### config.mk
export PLATFORM = sky130hd
export DESIGN_NAME = json_string_escaper
export DESIGN_NICKNAME = d
export VERILOG_FILES = /design/src/rtl/core/jse_pkg.sv /design/src/rtl/core/jse_front.sv /design/src/rtl/core/jse_queue.sv /design/src/rtl/core/jse_back.sv /design/src/rtl/core/json_string_escaper.sv
export SDC_FILE = /design/constraint.sdc
export NUM_CORES = 1
export LEC_CHECK = 0
export ABC_AREA = 1
export ABC_CLOCK_PERIOD_IN_PS = 6900
export BUFFER_PORTS_ARGS = -buffer_cell sky130_fd_sc_hd__buf_2
export CORE_MARGIN = 10
export CORE_UTILIZATION = 68
export CTS_CLUSTER_SIZE = 24
export DETAILED_ROUTE_END_ITERATION = 6
export PLACE_DENSITY = 0.94
export SLEW_MARGIN = 20
export SYNTH_ARGS = -nofsm -noshare
export SYNTH_HDL_FRONTEND = slang
export SYNTH_SLANG_ARGS = --single-unit
### constraint.sdc
create_clock -name clk -period 6.9 [get_ports clk]
set_clock_uncertainty 0.05 [all_clocks]
set_input_delay 1.38 -clock clk [delete_from_list [all_inputs] [get_ports clk]]
set_output_delay 1.38 -clock clk [all_outputs]
set_load 0.01 [all_outputs]
### src/rtl/core/jse_pkg.sv
// ----------------------------------------------------------------------------
// jse_pkg
// Shared types, character constants and helpers for the JSON string escaper.
// ----------------------------------------------------------------------------
package jse_pkg;

  // Source request: one raw byte with string marks
  typedef struct packed {
    logic [7:0] in_byte;
    logic       first_byte;
    logic       last_byte;
  } in_req_t;

  // Result request: one byte of JSON text
  typedef struct packed {
    logic [7:0] out_byte;
    logic       end_of_run;
    logic [1:0] error_code;
  } out_req_t;

  typedef enum logic [1:0] {
    ERR_NONE  = 2'd0,
    ERR_LEAD  = 2'd1,
    ERR_CONT  = 2'd2,
    ERR_TRUNC = 2'd3
  } err_code_t;

  // Body of a job: what sits between the optional quotes
  typedef enum logic [2:0] {
    JK_NONE,
    JK_RAW,
    JK_ESC,
    JK_U1,
    JK_U2,
    JK_ERR
  } job_kind_t;

  typedef struct packed {
    job_kind_t  kind;
    logic       open_q;
    logic       close_q;
    logic [7:0] data;    // raw byte, or escape letter
    logic [15:0] val_hi; // single \u value, or high surrogate
    logic [15:0] val_lo; // low surrogate
    err_code_t  err;
  } job_t;

  // Queue status towards the front and back
  typedef struct packed {
    logic full;
    logic nonempty;
  } q_stat_t;

  localparam int Q_DEPTH = 4;
  localparam int Q_AW    = $clog2(Q_DEPTH);
  localparam int Q_CW    = $clog2(Q_DEPTH + 1);

  localparam logic [7:0] CH_QUOTE  = 8'h22;
  localparam logic [7:0] CH_BSLASH = 8'h5C;
  localparam logic [7:0] CH_SLASH  = 8'h2F;
  localparam logic [7:0] CH_U      = 8'h75;

  localparam logic [7:0] LEAD_MIN  = 8'hC2;
  localparam logic [7:0] LEAD_3B   = 8'hE0;
  localparam logic [7:0] LEAD_4B   = 8'hF0;
  localparam logic [7:0] LEAD_TOP  = 8'hF4;
  localparam logic [7:0] LEAD_LIM  = 8'hF5;
  localparam logic [7:0] E0_SECOND = 8'hA0;
  localparam logic [7:0] F0_SECOND = 8'h90;

  // Escape letter for a control or special byte; zero when none applies
  function automatic logic [7:0] esc_char(input logic [7:0] b);
    logic [7:0] e;
    case (b)
      8'h08:     e = 8'h62; // b
      8'h0C:     e = 8'h66; // f
      8'h0A:     e = 8'h6E; // n
      8'h0D:     e = 8'h72; // r
      8'h09:     e = 8'h74; // t
      CH_QUOTE:  e = CH_QUOTE;
      CH_BSLASH: e = CH_BSLASH;
      CH_SLASH:  e = CH_SLASH;
      default:   e = 8'h00;
    endcase
    return e;
  endfunction

  // Upper-case hex digit
  function automatic logic [7:0] hex_char(input logic [3:0] n);
    logic [7:0] c;
    if (n < 4'd10) c = 8'h30 + {4'h0, n};
    else           c = 8'h37 + {4'h0, n};
    return c;
  endfunction

endpackage

### src/rtl/core/jse_front.sv
// ----------------------------------------------------------------------------
// jse_front
// Takes source bytes, tracks UTF-8 sequence state and turns each byte into
// at most one job for the serialiser.
// ----------------------------------------------------------------------------
module jse_front (
  input  logic            clk,
  input  logic            rst,
  input  logic            accept,
  input  jse_pkg::in_req_t req,
  output logic            push,
  output jse_pkg::job_t   job
);
  import jse_pkg::*;

  logic [20:0] code_accum;
  logic [1:0]  bytes_remaining;
  logic [7:0]  lead_value;
  logic        awaiting_second;
  logic        discarding;

  logic [20:0] code_accum_next;
  logic [1:0]  bytes_remaining_next;
  logic [7:0]  lead_value_next;
  logic        awaiting_second_next;
  logic        discarding_next;

  logic [7:0]  b;
  logic [7:0]  e;
  logic [20:0] acc_sh;
  logic [20:0] v;
  logic [1:0]  rem_d;
  logic        range_bad;
  logic        has_out;
  err_code_t   err;

  always_comb begin
    b = req.in_byte;
    e = esc_char(b);

    // A first mark abandons any open sequence
    code_accum_next      = req.first_byte ? 21'd0 : code_accum;
    bytes_remaining_next = req.first_byte ? 2'd0  : bytes_remaining;
    lead_value_next      = req.first_byte ? 8'd0  : lead_value;
    awaiting_second_next = req.first_byte ? 1'b0  : awaiting_second;
    discarding_next      = req.first_byte ? 1'b0  : discarding;

    acc_sh = {code_accum_next[14:0], b[5:0]};
    v      = acc_sh - 21'h10000;
    rem_d  = bytes_remaining_next - 2'd1;
    range_bad = awaiting_second_next &&
                ((lead_value_next == LEAD_3B  && b <  E0_SECOND) ||
                 (lead_value_next == LEAD_4B  && b <  F0_SECOND) ||
                 (lead_value_next == LEAD_TOP && b >= F0_SECOND));

    err         = ERR_NONE;
    job.kind    = JK_NONE;
    job.open_q  = req.first_byte;
    job.close_q = req.last_byte;
    job.data    = b;
    job.val_hi  = acc_sh[15:0];
    job.val_lo  = 16'h0000;
    job.err     = ERR_NONE;
    has_out     = 1'b0;

    if (!req.first_byte && discarding) begin
      if (req.last_byte) discarding_next = 1'b0;
    end else begin
      if (bytes_remaining_next == 2'd0) begin
        if (!b[7]) begin
          if (e != 8'h00) begin
            job.kind = JK_ESC;
            job.data = e;
          end else begin
            job.kind = JK_RAW;
          end
        end else if (b < LEAD_MIN || b >= LEAD_LIM) begin
          err = ERR_LEAD;
        end else begin
          lead_value_next      = b;
          awaiting_second_next = 1'b1;
          if (b < LEAD_3B) begin
            code_accum_next      = {16'd0, b[4:0]};
            bytes_remaining_next = 2'd1;
          end else if (b < LEAD_4B) begin
            code_accum_next      = {17'd0, b[3:0]};
            bytes_remaining_next = 2'd2;
          end else begin
            code_accum_next      = {18'd0, b[2:0]};
            bytes_remaining_next = 2'd3;
          end
        end
      end else begin
        if (b[7:6] != 2'b10 || range_bad) begin
          err = ERR_CONT;
        end else begin
          code_accum_next      = acc_sh;
          awaiting_second_next = 1'b0;
          bytes_remaining_next = rem_d;
          if (rem_d == 2'd0) begin
            if (acc_sh > 21'h00FFFF) begin
              job.kind   = JK_U2;
              job.val_hi = {6'b110110, v[19:10]};
              job.val_lo = {6'b110111, v[9:0]};
            end else begin
              job.kind = JK_U1;
            end
            code_accum_next = 21'd0;
            lead_value_next = 8'd0;
          end
        end
      end

      if (err == ERR_NONE && req.last_byte && bytes_remaining_next != 2'd0)
        err = ERR_TRUNC;

      if (err != ERR_NONE) begin
        code_accum_next      = 21'd0;
        bytes_remaining_next = 2'd0;
        lead_value_next      = 8'd0;
        awaiting_second_next = 1'b0;
        discarding_next      = !req.last_byte;
        job.kind             = JK_ERR;
        job.open_q           = 1'b0;
        job.close_q          = 1'b0;
        job.err              = err;
      end

      has_out = job.open_q || job.close_q || job.kind != JK_NONE;
    end

    push = accept && has_out;
  end

  always_ff @(posedge clk) begin
    if (rst) begin
      code_accum      <= 21'd0;
      bytes_remaining <= 2'd0;
      lead_value      <= 8'd0;
      awaiting_second <= 1'b0;
      discarding      <= 1'b0;
    end else if (accept) begin
      code_accum      <= code_accum_next;
      bytes_remaining <= bytes_remaining_next;
      lead_value      <= lead_value_next;
      awaiting_second <= awaiting_second_next;
      discarding      <= discarding_next;
    end
  end

endmodule

### src/rtl/core/jse_queue.sv
// ----------------------------------------------------------------------------
// jse_queue
// Short job queue between the classifier and the serialiser.
// ----------------------------------------------------------------------------
module jse_queue (
  input  logic             clk,
  input  logic             rst,
  input  logic             push,
  input  jse_pkg::job_t    push_job,
  input  logic             pop,
  output jse_pkg::job_t    head,
  output jse_pkg::q_stat_t stat
);
  import jse_pkg::*;

  job_t            slots [Q_DEPTH];
  logic [Q_AW-1:0] wr_ptr;
  logic [Q_AW-1:0] rd_ptr;
  logic [Q_CW-1:0] count;

  assign head          = slots[rd_ptr];
  assign stat.full     = (count == Q_CW'(Q_DEPTH));
  assign stat.nonempty = (count != '0);

  always_ff @(posedge clk) begin
    if (push) slots[wr_ptr] <= push_job;
  end

  always_ff @(posedge clk) begin
    if (rst) begin
      wr_ptr <= '0;
      rd_ptr <= '0;
      count  <= '0;
    end else begin
      if (push) wr_ptr <= wr_ptr + 1'b1;
      if (pop)  rd_ptr <= rd_ptr + 1'b1;
      case ({push, pop})
        2'b10:   count <= count + 1'b1;
        2'b01:   count <= count - 1'b1;
        default: count <= count;
      endcase
    end
  end

endmodule

### src/rtl/core/jse_back.sv
// ----------------------------------------------------------------------------
// jse_back
// Serialiser: walks the head job byte by byte into a registered output.
// ----------------------------------------------------------------------------
module jse_back (
  input  logic             clk,
  input  logic             rst,
  input  jse_pkg::job_t    head,
  input  jse_pkg::q_stat_t stat,
  output logic             pop,
  output logic             valid,
  input  logic             stall,
  output jse_pkg::out_req_t data
);
  import jse_pkg::*;

  logic [3:0]  pos;
  logic [3:0]  body_len;
  logic [3:0]  total;
  logic [3:0]  q;
  logic [3:0]  r;
  logic        sel_lo;
  logic [15:0] v;
  logic [7:0]  ch;
  logic        last_pos;
  logic        load;

  always_comb begin
    case (head.kind)
      JK_RAW:  body_len = 4'd1;
      JK_ESC:  body_len = 4'd2;
      JK_U1:   body_len = 4'd6;
      JK_U2:   body_len = 4'd12;
      JK_ERR:  body_len = 4'd1;
      default: body_len = 4'd0;
    endcase
    total = body_len + {3'd0, head.open_q} + {3'd0, head.close_q};
    q      = pos - {3'd0, head.open_q};
    sel_lo = (q >= 4'd6);
    r      = sel_lo ? q - 4'd6 : q;
    v      = sel_lo ? head.val_lo : head.val_hi;

    if (head.open_q && pos == 4'd0) begin
      ch = CH_QUOTE;
    end else if (q >= body_len) begin
      ch = CH_QUOTE;
    end else begin
      case (head.kind)
        JK_RAW: ch = head.data;
        JK_ESC: ch = (q == 4'd0) ? CH_BSLASH : head.data;
        JK_U1, JK_U2: begin
          case (r)
            4'd0:    ch = CH_BSLASH;
            4'd1:    ch = CH_U;
            4'd2:    ch = hex_char(v[15:12]);
            4'd3:    ch = hex_char(v[11:8]);
            4'd4:    ch = hex_char(v[7:4]);
            default: ch = hex_char(v[3:0]);
          endcase
        end
        default: ch = 8'h00;
      endcase
    end

    last_pos = (pos == total - 4'd1);
    load     = stat.nonempty && (!valid || !stall);
    pop      = load && last_pos;
  end

  always_ff @(posedge clk) begin
    if (rst) begin
      valid <= 1'b0;
      pos   <= 4'd0;
    end else begin
      if (load) begin
        valid <= 1'b1;
        pos   <= last_pos ? 4'd0 : pos + 4'd1;
      end else if (!stall) begin
        valid <= 1'b0;
      end
    end
  end

  always_ff @(posedge clk) begin
    if (load) begin
      data.out_byte   <= ch;
      data.end_of_run <= last_pos;
      data.error_code <= head.err;
    end
  end

endmodule

### src/rtl/core/json_string_escaper.sv
// Accepted bytes are queued as jobs for the back end's output register.
// One source byte per cycle while a slot is free; one output byte per cycle
//   unless stalled, so a byte of k output bytes (up to 13) holds the serialiser.
// A four-entry job queue lets the source run ahead while escapes serialise.
// Reset (rst, synchronous): clears sequence state, the queue and the output.
// ----------------------------------------------------------------------------
// json_string_escaper
// Quotes and escapes a byte stream as JSON text, with UTF-8 sequences
// validated and written as \uXXXX (surrogate pairs above the BMP).
// ----------------------------------------------------------------------------
module json_string_escaper (
  input  logic              clk,
  input  logic              rst,
  input  logic              src_valid,
  output logic              src_stall,
  input  jse_pkg::in_req_t  src_data,
  output logic              dst_valid,
  input  logic              dst_stall,
  output jse_pkg::out_req_t dst_data
);
  import jse_pkg::*;

  // Front to queue
  logic    accept;
  logic    push;
  job_t    push_job;

  // Queue to back
  job_t    head;
  q_stat_t q_stat;
  logic    pop;

  // The source is held off only when the queue has no free slot; every
  // accepted byte is classified in the same cycle.
  assign src_stall = q_stat.full;
  assign accept    = src_valid && !q_stat.full;

  jse_front u_front (
    .clk    (clk),
    .rst    (rst),
    .accept (accept),
    .req    (src_data),
    .push   (push),
    .job    (push_job)
  );

  // Jobs that produce nothing (mid-sequence bytes, dropped bytes) never
  // enter the queue.
  jse_queue u_queue (
    .clk      (clk),
    .rst      (rst),
    .push     (push),
    .push_job (push_job),
    .pop      (pop),
    .head     (head),
    .stat     (q_stat)
  );

  // Output register sits in the back end; it reloads while a taken byte
  // leaves, so with jobs waiting and no stall the sink sees one byte per cycle.
  jse_back u_back (
    .clk   (clk),
    .rst   (rst),
    .head  (head),
    .stat  (q_stat),
    .pop   (pop),
    .valid (dst_valid),
    .stall (dst_stall),
    .data  (dst_data)
  );

  // Front only writes into a free slot
  a_no_overflow: assert property (@(posedge clk) disable iff (rst)
    push |-> !q_stat.full)
    else $error("job queue overflow");

  // Back only pops a job that is present
  a_no_underflow: assert property (@(posedge clk) disable iff (rst)
    pop |-> q_stat.nonempty)
    else $error("job queue underflow");

  // An error result is always the whole reply to its byte, with a zero byte
  a_err_closes: assert property (@(posedge clk) disable iff (rst)
    dst_valid && dst_data.error_code != ERR_NONE |->
      dst_data.end_of_run && dst_data.out_byte == 8'h00)
    else $error("error result not final");

  // Output is empty straight after reset
  a_reset_out: assert property (@(posedge clk)
    rst |=> !dst_valid)
    else $error("output valid after reset");

endmodule
==> impl_metrics.yaml, run 1 <==
status:
  status: "finished, final reports clean"
cells_and_area:
  syn2layout_area_growth_pct: 8.13
  insertedDiodeCount: 0
  layout-drive-gt1-share_pct: 11.7
  stdcell_count: 1524
  fin_nets: 1331
timing:
  fin_crit_ps: 5280
  rsz0062_at_grt: "no"
  finalSetupTns_ps: 0
  hold_viol: 0
  setup_violations: 0
  finalCritPeriodShare_pct: 76.6
  relSlewSlack_pct: 41.9
  finalHoldWorstSlack_ps: 415
  report.final.slew_viol_count: 0
  worst_slew_pin_slew_ps: 871
  max_freq_mhz: 189
synth:
  synth.area.top_cells: "edfxtp_1, nand2_1, dfxtp_1"
  async_reset_ff_share_pct: 0
  ys_seq_area_share_pct: 53.8
  synth_ff_type: "edfxtp_1"
  postSynthRegisterBits: 220
  synth.top_cell.area_share_pct: 46.7
  netlist_area_mm2: 0.0115
  synth_cells: 1279
  synth-edff-count: 179
  syn-mean-instance-area_um2: 9.00
  yosysUniqueCellTypes: 57
  synth_top_area_cell: "edfxtp_1"
  yosysWarnings: 0
  syn-num-nets: 1321
routing:
  drt-total-wl_mm: 27.9
  first_pass_iters: 6
  ant_nets: 0
  wl_per_cell_um: 18.3
  via_per_inst: 6.05
  wl_met3_mm: 2.75
  routed-wl-met2_mm: 13.7
  wl_met1_mm: 10.6
  vias: 9217
  drc: 0
  first_iter_violations: 1127
  top_layer: "met4"
clock_tree:
  cts_htree_levels: 1
  hold_buffers: 0
  ctsResizeCount: 0
  clkSlewWorstSetupHoldPaths_ps: 60
  cts_setup_buffers: 0
  cts_sinks: 220
  clk_latency_ps: 520
  root_buffer: "clkbuf_16"
  tritoncts: "built"
  clockBufferDepth: 3
  cts_buffers: 22
setup_path:
  crit_fanout: 81
  critical_path.startpoint_type: "register"
  cp.required_ps: 7250
  worstPathArrival_ps: 5630
  crit_type: "reg2reg"
  cp-end-kind: "register"
grt:
  antenna_found_initial: 0
  grt_overflow: 0
  grt_pass1_vias: 8694
  grt_max_degree: 82
  grt_pass1_wl_mm: 44.2
  grt_usage_pct: 24.4
power_and_ir_drop:
  power_leakage_nw: 5.00
  pwr-share-comb_pct: 42.5
  power_density_mw_per_mm2: 396
  ir_drop_mv: 0.315
  pwr-share-seq_pct: 34.5
  power_w: 0.00494
  p_sw_w: 0.00201
  power_frac_clock_pct: 23.0
  netSwitchingFraction_pct: 40.7
  p_int_w: 0.00293
worst_hold_path:
  hold_path_class: "reg2reg"
placed_design:
  dp.cells: 1485
  port_buffers: 26
  place.gp.congestion: 0.942
  hpwl_mm: 18.3
floorplanning:
  start_util_pct: 69.4
  rows: 47
  coreArea_mm2: 0.0166
  dieWidth_um: 150
  die_area_mm2: 0.0225
  pin_count: 27
  die-height_um: 150
flow_run:
  max-cap-violations: 0
==> cells by family after synthesis <==
kind of cell | count (synthesis) | synth area share (%)
buf+inv | 187 | 6.91
fa+ha+maj | 28 | 3.17
xor+xnor | 11 | 0.902
simple gates | 557 | 21.9
flops | 220 | 53.8
compound gates | 276 | 13.3
==> synth_stat cells, drive strengths merged, types with 5 or more instances <==
library cell  number
nand2            268
nor2             180
edfxtp           179
o21ai            148
inv              134
a21oi             83
nand3             73
dfxtp             41
buf               28
ha                26
clkbuf            25
o22ai             18
nand4             16
nor3               9
xor2               8
a31oi              6
nand3b             5
==> area by class of cell <==
cell class                 instances  area [um2]
clock inverter                    13        93.8
multi-input combinational        872        4560
inverter                         134         508
clock buffer                      26         587
fill                            1040        4130
tap                              220         275
timing repair buffer              39         228
sequential                       220        6200
==> worst paths after layout <==
check | start | end | slack (ps) | depth (start not counted)
worst max-delay path | register | u_queue.count[2]$_SDFFE_PP0P_ | 1620 | 23
worst min-delay path | u_queue.rd_ptr[1]$_SDFFE_PP0P_ | register | 420 | 2
worst max register to register | register | u_queue.count[2]$_SDFFE_PP0P_ | 1620 | 23
worst min register to register | u_queue.rd_ptr[1]$_SDFFE_PP0P_ | register | 420 | 2
==> power by group through the flow <==
stage | Sequential (W) | Clock [W] | Combinational [W]
after floorplan | 0.00172 | 0 | 0.00161
after global placement | 0.00172 | 0 | 0.00196
after detailed placement | 0.00173 | 0 | 0.00203
after CTS | 0.00170 | 0.00113 | 0.00206
after global routing | 0.00171 | 0.00118 | 0.00234
final | 0.00170 | 0.00114 | 0.00210
==> critical path, cell delays in order (launching register included) <==
cell	delay [ps]
dfxtp_2	770
inv_4	450
nand2_1	190
nand3_1	110
nand2_1	230
inv_1	80
nor2_1	150
inv_1	100
ha_1	290
inv_1	40
ha_1	210
fa_1	390
xnor2_1	220
xor2_1	110
nor3_1	190
nand2_1	130
nor2_2	260
ha_1	210
inv_1	70
fa_1	430
a21oi_1	140
o21ai_0	100
o21ai_0	160
a21oi_1	60
==> state kept, by name, summed over array words and instances, names as in the netlist, named ones only <==
name	flops
u_front.awaiting_second	1
u_front.lead_value	8
u_queue.wr_ptr	2
u_back.pos	4
u_queue.slots	168
u_queue.count	3
u_back.valid	1
u_front.discarding	1
u_front.bytes_remaining	2
u_queue.rd_ptr	2
u_back.data	11
u_front.code_accum	15
==> stage by stage <==
stage	setup slack [ps]	util (%)	instance area (um2)
after floorplan	1750	-	11500
after global placement	1590	71.0	11800
after detailed placement	1470	71.0	11800
after CTS	1740	75.1	12400
after global routing	1210	75.1	12500
final	1620	75.1	12500
==> routing by layer <==
metal / GRT usage [%] / vias to the layer above
li1: - / 4364
met1: 31.3 / 4230
met5: 0 / -
met3: 3.87 / 83
met2: 41.0 / 540
met4: 9.28 / 0
==> cell usage in the layout (no fill, tap or decap), types with 4 or more instances in the layout <==
| master | netlist | layout |
|---|---|---|
| nor3_1 | 7 | 7 |
| clkinv_1 | 0 | 5 |
| o21ai_2 | 4 | 4 |
| nand3b_1 | 4 | 4 |
| clkbuf_16 | 0 | 23 |
| a21oi_1 | 79 | 79 |
| dfxtp_1 | 41 | 40 |
| buf_4 | 5 | 13 |
| nand4_1 | 15 | 15 |
| nand3_1 | 61 | 61 |
| inv_1 | 121 | 121 |
| inv_2 | 11 | 11 |
| nand2_1 | 242 | 241 |
| edfxtp_1 | 179 | 179 |
| buf_2 | 18 | 26 |
| nand2_2 | 17 | 18 |
| o22ai_1 | 18 | 18 |
| o21ai_0 | 125 | 125 |
| xor2_1 | 8 | 8 |
| nor2_2 | 7 | 7 |
| a21oi_2 | 4 | 4 |
| clkinv_2 | 0 | 4 |
| nor2_4 | 2 | 6 |
| nor2_1 | 171 | 167 |
| nand3_2 | 9 | 9 |
| nand2_4 | 9 | 9 |
| ha_1 | 26 | 26 |
| o21ai_1 | 17 | 17 |
| a31oi_1 | 6 | 5 |
Power figures use the tool's default switching activity.
==> run 2, diff against run 1 <==
--- a/config.mk
+++ b/config.mk
@@ -5,14 +5,14 @@
 export SDC_FILE = /design/constraint.sdc
 export NUM_CORES = 1
 export LEC_CHECK = 0
-export ABC_AREA = 1
-export ABC_CLOCK_PERIOD_IN_PS = 6900
+export ABC_AREA = 0
+export ABC_CLOCK_PERIOD_IN_PS = 4700
 export BUFFER_PORTS_ARGS = -buffer_cell sky130_fd_sc_hd__buf_2
 export CORE_MARGIN = 10
-export CORE_UTILIZATION = 68
+export CORE_UTILIZATION = 57
 export CTS_CLUSTER_SIZE = 24
 export DETAILED_ROUTE_END_ITERATION = 6
-export PLACE_DENSITY = 0.94
+export PLACE_DENSITY = 0.85
 export SLEW_MARGIN = 20
 export SYNTH_ARGS = -nofsm -noshare
 export SYNTH_HDL_FRONTEND = slang
==> constraint.sdc (replaced) <==
create_clock -name clk -period 4.7 [get_ports clk]
set_clock_uncertainty 0.05 [all_clocks]
set_input_delay 0.94 -clock clk [delete_from_list [all_inputs] [get_ports clk]]
set_output_delay 0.94 -clock clk [all_outputs]
set_load 0.01 [all_outputs]
==> impl_metrics.yaml, run 2 <==
status:
  status: "finished, final reports clean"
timing:
  worst_slew_pin_slew_ps: 746
  finalCritPeriodShare_pct: 94.8
  setup_violations: 0
  max_freq_mhz: 225
  fin_crit_ps: 4450
  rsz0062_at_grt: "yes"
  hold_viol: 0
  finalSetupTns_ps: 0
  relSlewSlack_pct: 49.9
  report.final.slew_viol_count: 0
  finalHoldWorstSlack_ps: 422
routing:
  first_iter_violations: 964
  vias: 7807
  wl_per_cell_um: 22.7
  first_pass_iters: 6
  via_per_inst: 6.50
  drt-total-wl_mm: 27.3
  drc: 0
  ant_nets: 0
clock_tree:
  cts_buffers: 23
  clkSlewWorstSetupHoldPaths_ps: 60
  root_buffer: "clkbuf_16"
  cts_sinks: 220
  tritoncts: "built"
  clockBufferDepth: 3
  clk_latency_ps: 520
  hold_buffers: 0
  cts_htree_levels: 1
cells_and_area:
  final_common_cell: "edfxtp_1"
  multi_input_area_mm2: 0.00455
  top_regs: "u_queue.slots (168), u_front.code_accum (15), u_back.data (11)"
  fin_nets: 963
  fin_area_mm2: 0.0123
  layout-drive-gt1-share_pct: 17.9
  regMostFlops: "u_queue.slots"
  insertedDiodeCount: 0
  seq_area_mm2: 0.00620
  syn2layout_area_growth_pct: 10.9
  largest_register_ffs: 168
  layout_common_cells: "edfxtp_1, nor2_1, nand2_1"
  n_fill_cell: 1333
grt:
  grt_usage_pct: 20.7
  grt_overflow: 0
  grt_pass1_wl_mm: 42.6
  grt_pass1_vias: 7572
  antenna_found_initial: 0
  grt_max_degree: 43
setup_path:
  critPathBufInv: 0
  crit_fanout: 10
  cpLargestDelayFamily: "simple AND/OR/NAND/NOR gates"
  cp_slowest_stage_delay_ps: 590
  crit_type: "reg2reg"
  cp-end-kind: "register"
  cp.required_ps: 4910
  worstPathArrival_ps: 4670
  worstPathCellList: "mux4_2, ha_1, ha_1, o21bai_1, a22oi_4, nand2_2, a2111oi_0, or4_4, ha_1, nor2b_1, o2111ai_1, mux2i_1, nor3b_1, a211oi_1, o32ai_1"
  cpMostUsedCell: "ha_1"
  critical_path.startpoint_type: "register"
  crit_slowest_cell: "mux4_2"
synth:
  synth_ff_type: "edfxtp_1"
  synth.top_cell.area_share_pct: 48.4
  synth_xor_area_share_pct: 1.81
  synth_cells: 892
  synth_common_cells: "edfxtp_1, nor2_1, nand2_1"
  yosys.area_share.simple_pct: 14.0
  synth_top_area_cell: "edfxtp_1"
  synth.area.top_cells: "edfxtp_1, dfxtp_1, mux4_2"
  syn-mean-instance-area_um2: 12.5
  synth_compound_area_share_pct: 12.2
  ys_seq_area_share_pct: 55.8
  netlist_area_mm2: 0.0111
  yosysUniqueCellTypes: 87
  async_reset_ff_share_pct: 0
  syn-num-nets: 934
  synth-edff-count: 179
  yosysWarnings: 0
  yosysMostFrequentCell: "edfxtp_1"
  synth_top_family_by_area: "simple AND/OR/NAND/NOR gates"
  yosys.area_share.adder_pct: 3.29
  synthMuxAreaShare_pct: 9.51
  postSynthRegisterBits: 220
flow_run:
  max-cap-violations: 0
floorplanning:
  die_area_mm2: 0.0255
  coreArea_mm2: 0.0193
  rows: 51
  die-height_um: 160
  pin_count: 27
  start_util_pct: 57.5
  dieWidth_um: 160
power_and_ir_drop:
  ir_drop_mv: 0.255
  power_leakage_nw: 4.35
  power_density_mw_per_mm2: 490
placed_design:
  port_buffers: 26
  placed_area_mm2: 0.0116
  place.gp.congestion: 0.922
  hpwl_mm: 17.6
worst_hold_path:
  hold_path_class: "reg2reg"
-- run 2: cells by family after synthesis --
logic type / count (synthesis)
adders and majority gates: 28
xor gates and xnor gates: 23
and+or+nand+nor: 295
muxes: 58
DFF: 220
buffers and inverters: 78
AOI/OAI and AO/OA: 190
-- run 2: per-layer routing --
metal  global-route usage [%]  wire length [um]  share of wire [%]  vias up
met5                        0                 0                  0        -
met2                     35.3             13600                 50      465
li1                         -                 -                  -     3466
met4                     6.44               690                2.5        0
met1                     26.6             10500                 38     3814
met3                     3.29              2560                9.4       62
-- run 2: per-stage QoR --
stage                     std cells  power (W)  worst slack, ps  util, %
after floorplan                 892    0.00374              198        -
after global placement         1161    0.00413              353     59.8
after detailed placement       1161    0.00419              195     59.8
after CTS                      1201    0.00601              175     63.7
after global routing           1201    0.00629            -4.08     63.7
final                          1201    0.00604              246     63.7
-- run 2: timing repair --
action / in CTS / in global routing
buffers inserted: 0 / 0
endpoints found under the setup margin: 0 / 5
endpoints found under the hold margin: 0 / 0
gates resized for setup: 0 / 5
-- run 2: final cells by class --
cell class | count | share of cell area, %
inverter | 28 | 0.853
sequential | 220 | 50.3
clock inverter | 11 | 1.09
multi-input combinational | 594 | 36.9
timing repair buffer | 54 | 3.17
clock buffer | 29 | 4.94
tap | 265 | 2.69
-- run 2: worst paths after layout --
check,from,endpoint,slack (ps),cells after the start
worst max-delay path,register,u_back.data[7]$_SDFFCE_PP0P_,250,15
worst min-delay path,u_front.bytes_remaining[0]$_SDFFE_PP0P_,u_front.bytes_remaining[0]$_SDFFE_PP0P_,420,2
worst max register to register,register,u_back.data[7]$_SDFFCE_PP0P_,250,15
worst min register to register,u_front.bytes_remaining[0]$_SDFFE_PP0P_,u_front.bytes_remaining[0]$_SDFFE_PP0P_,420,2
-- run 2: report_power, final --
| part | switching [W] | leakage, nW | internal (W) | total (W) |
|---|---|---|---|---|
| Clock | 0.000734 | 0.354 | 0.00108 | 0.00181 |
| Combinational | 0.00112 | 1.96 | 0.000746 | 0.00187 |
| Sequential | 0.0000706 | 2.03 | 0.00229 | 0.00236 |
| Total | 0.00193 | 4.35 | 0.00411 | 0.00604 |
-- run 2: worst min-delay path, cell delays in order, from the launching register on --
cell and delay, ps:
dfxtp_1 310, nand2_1 60, a21oi_1 60
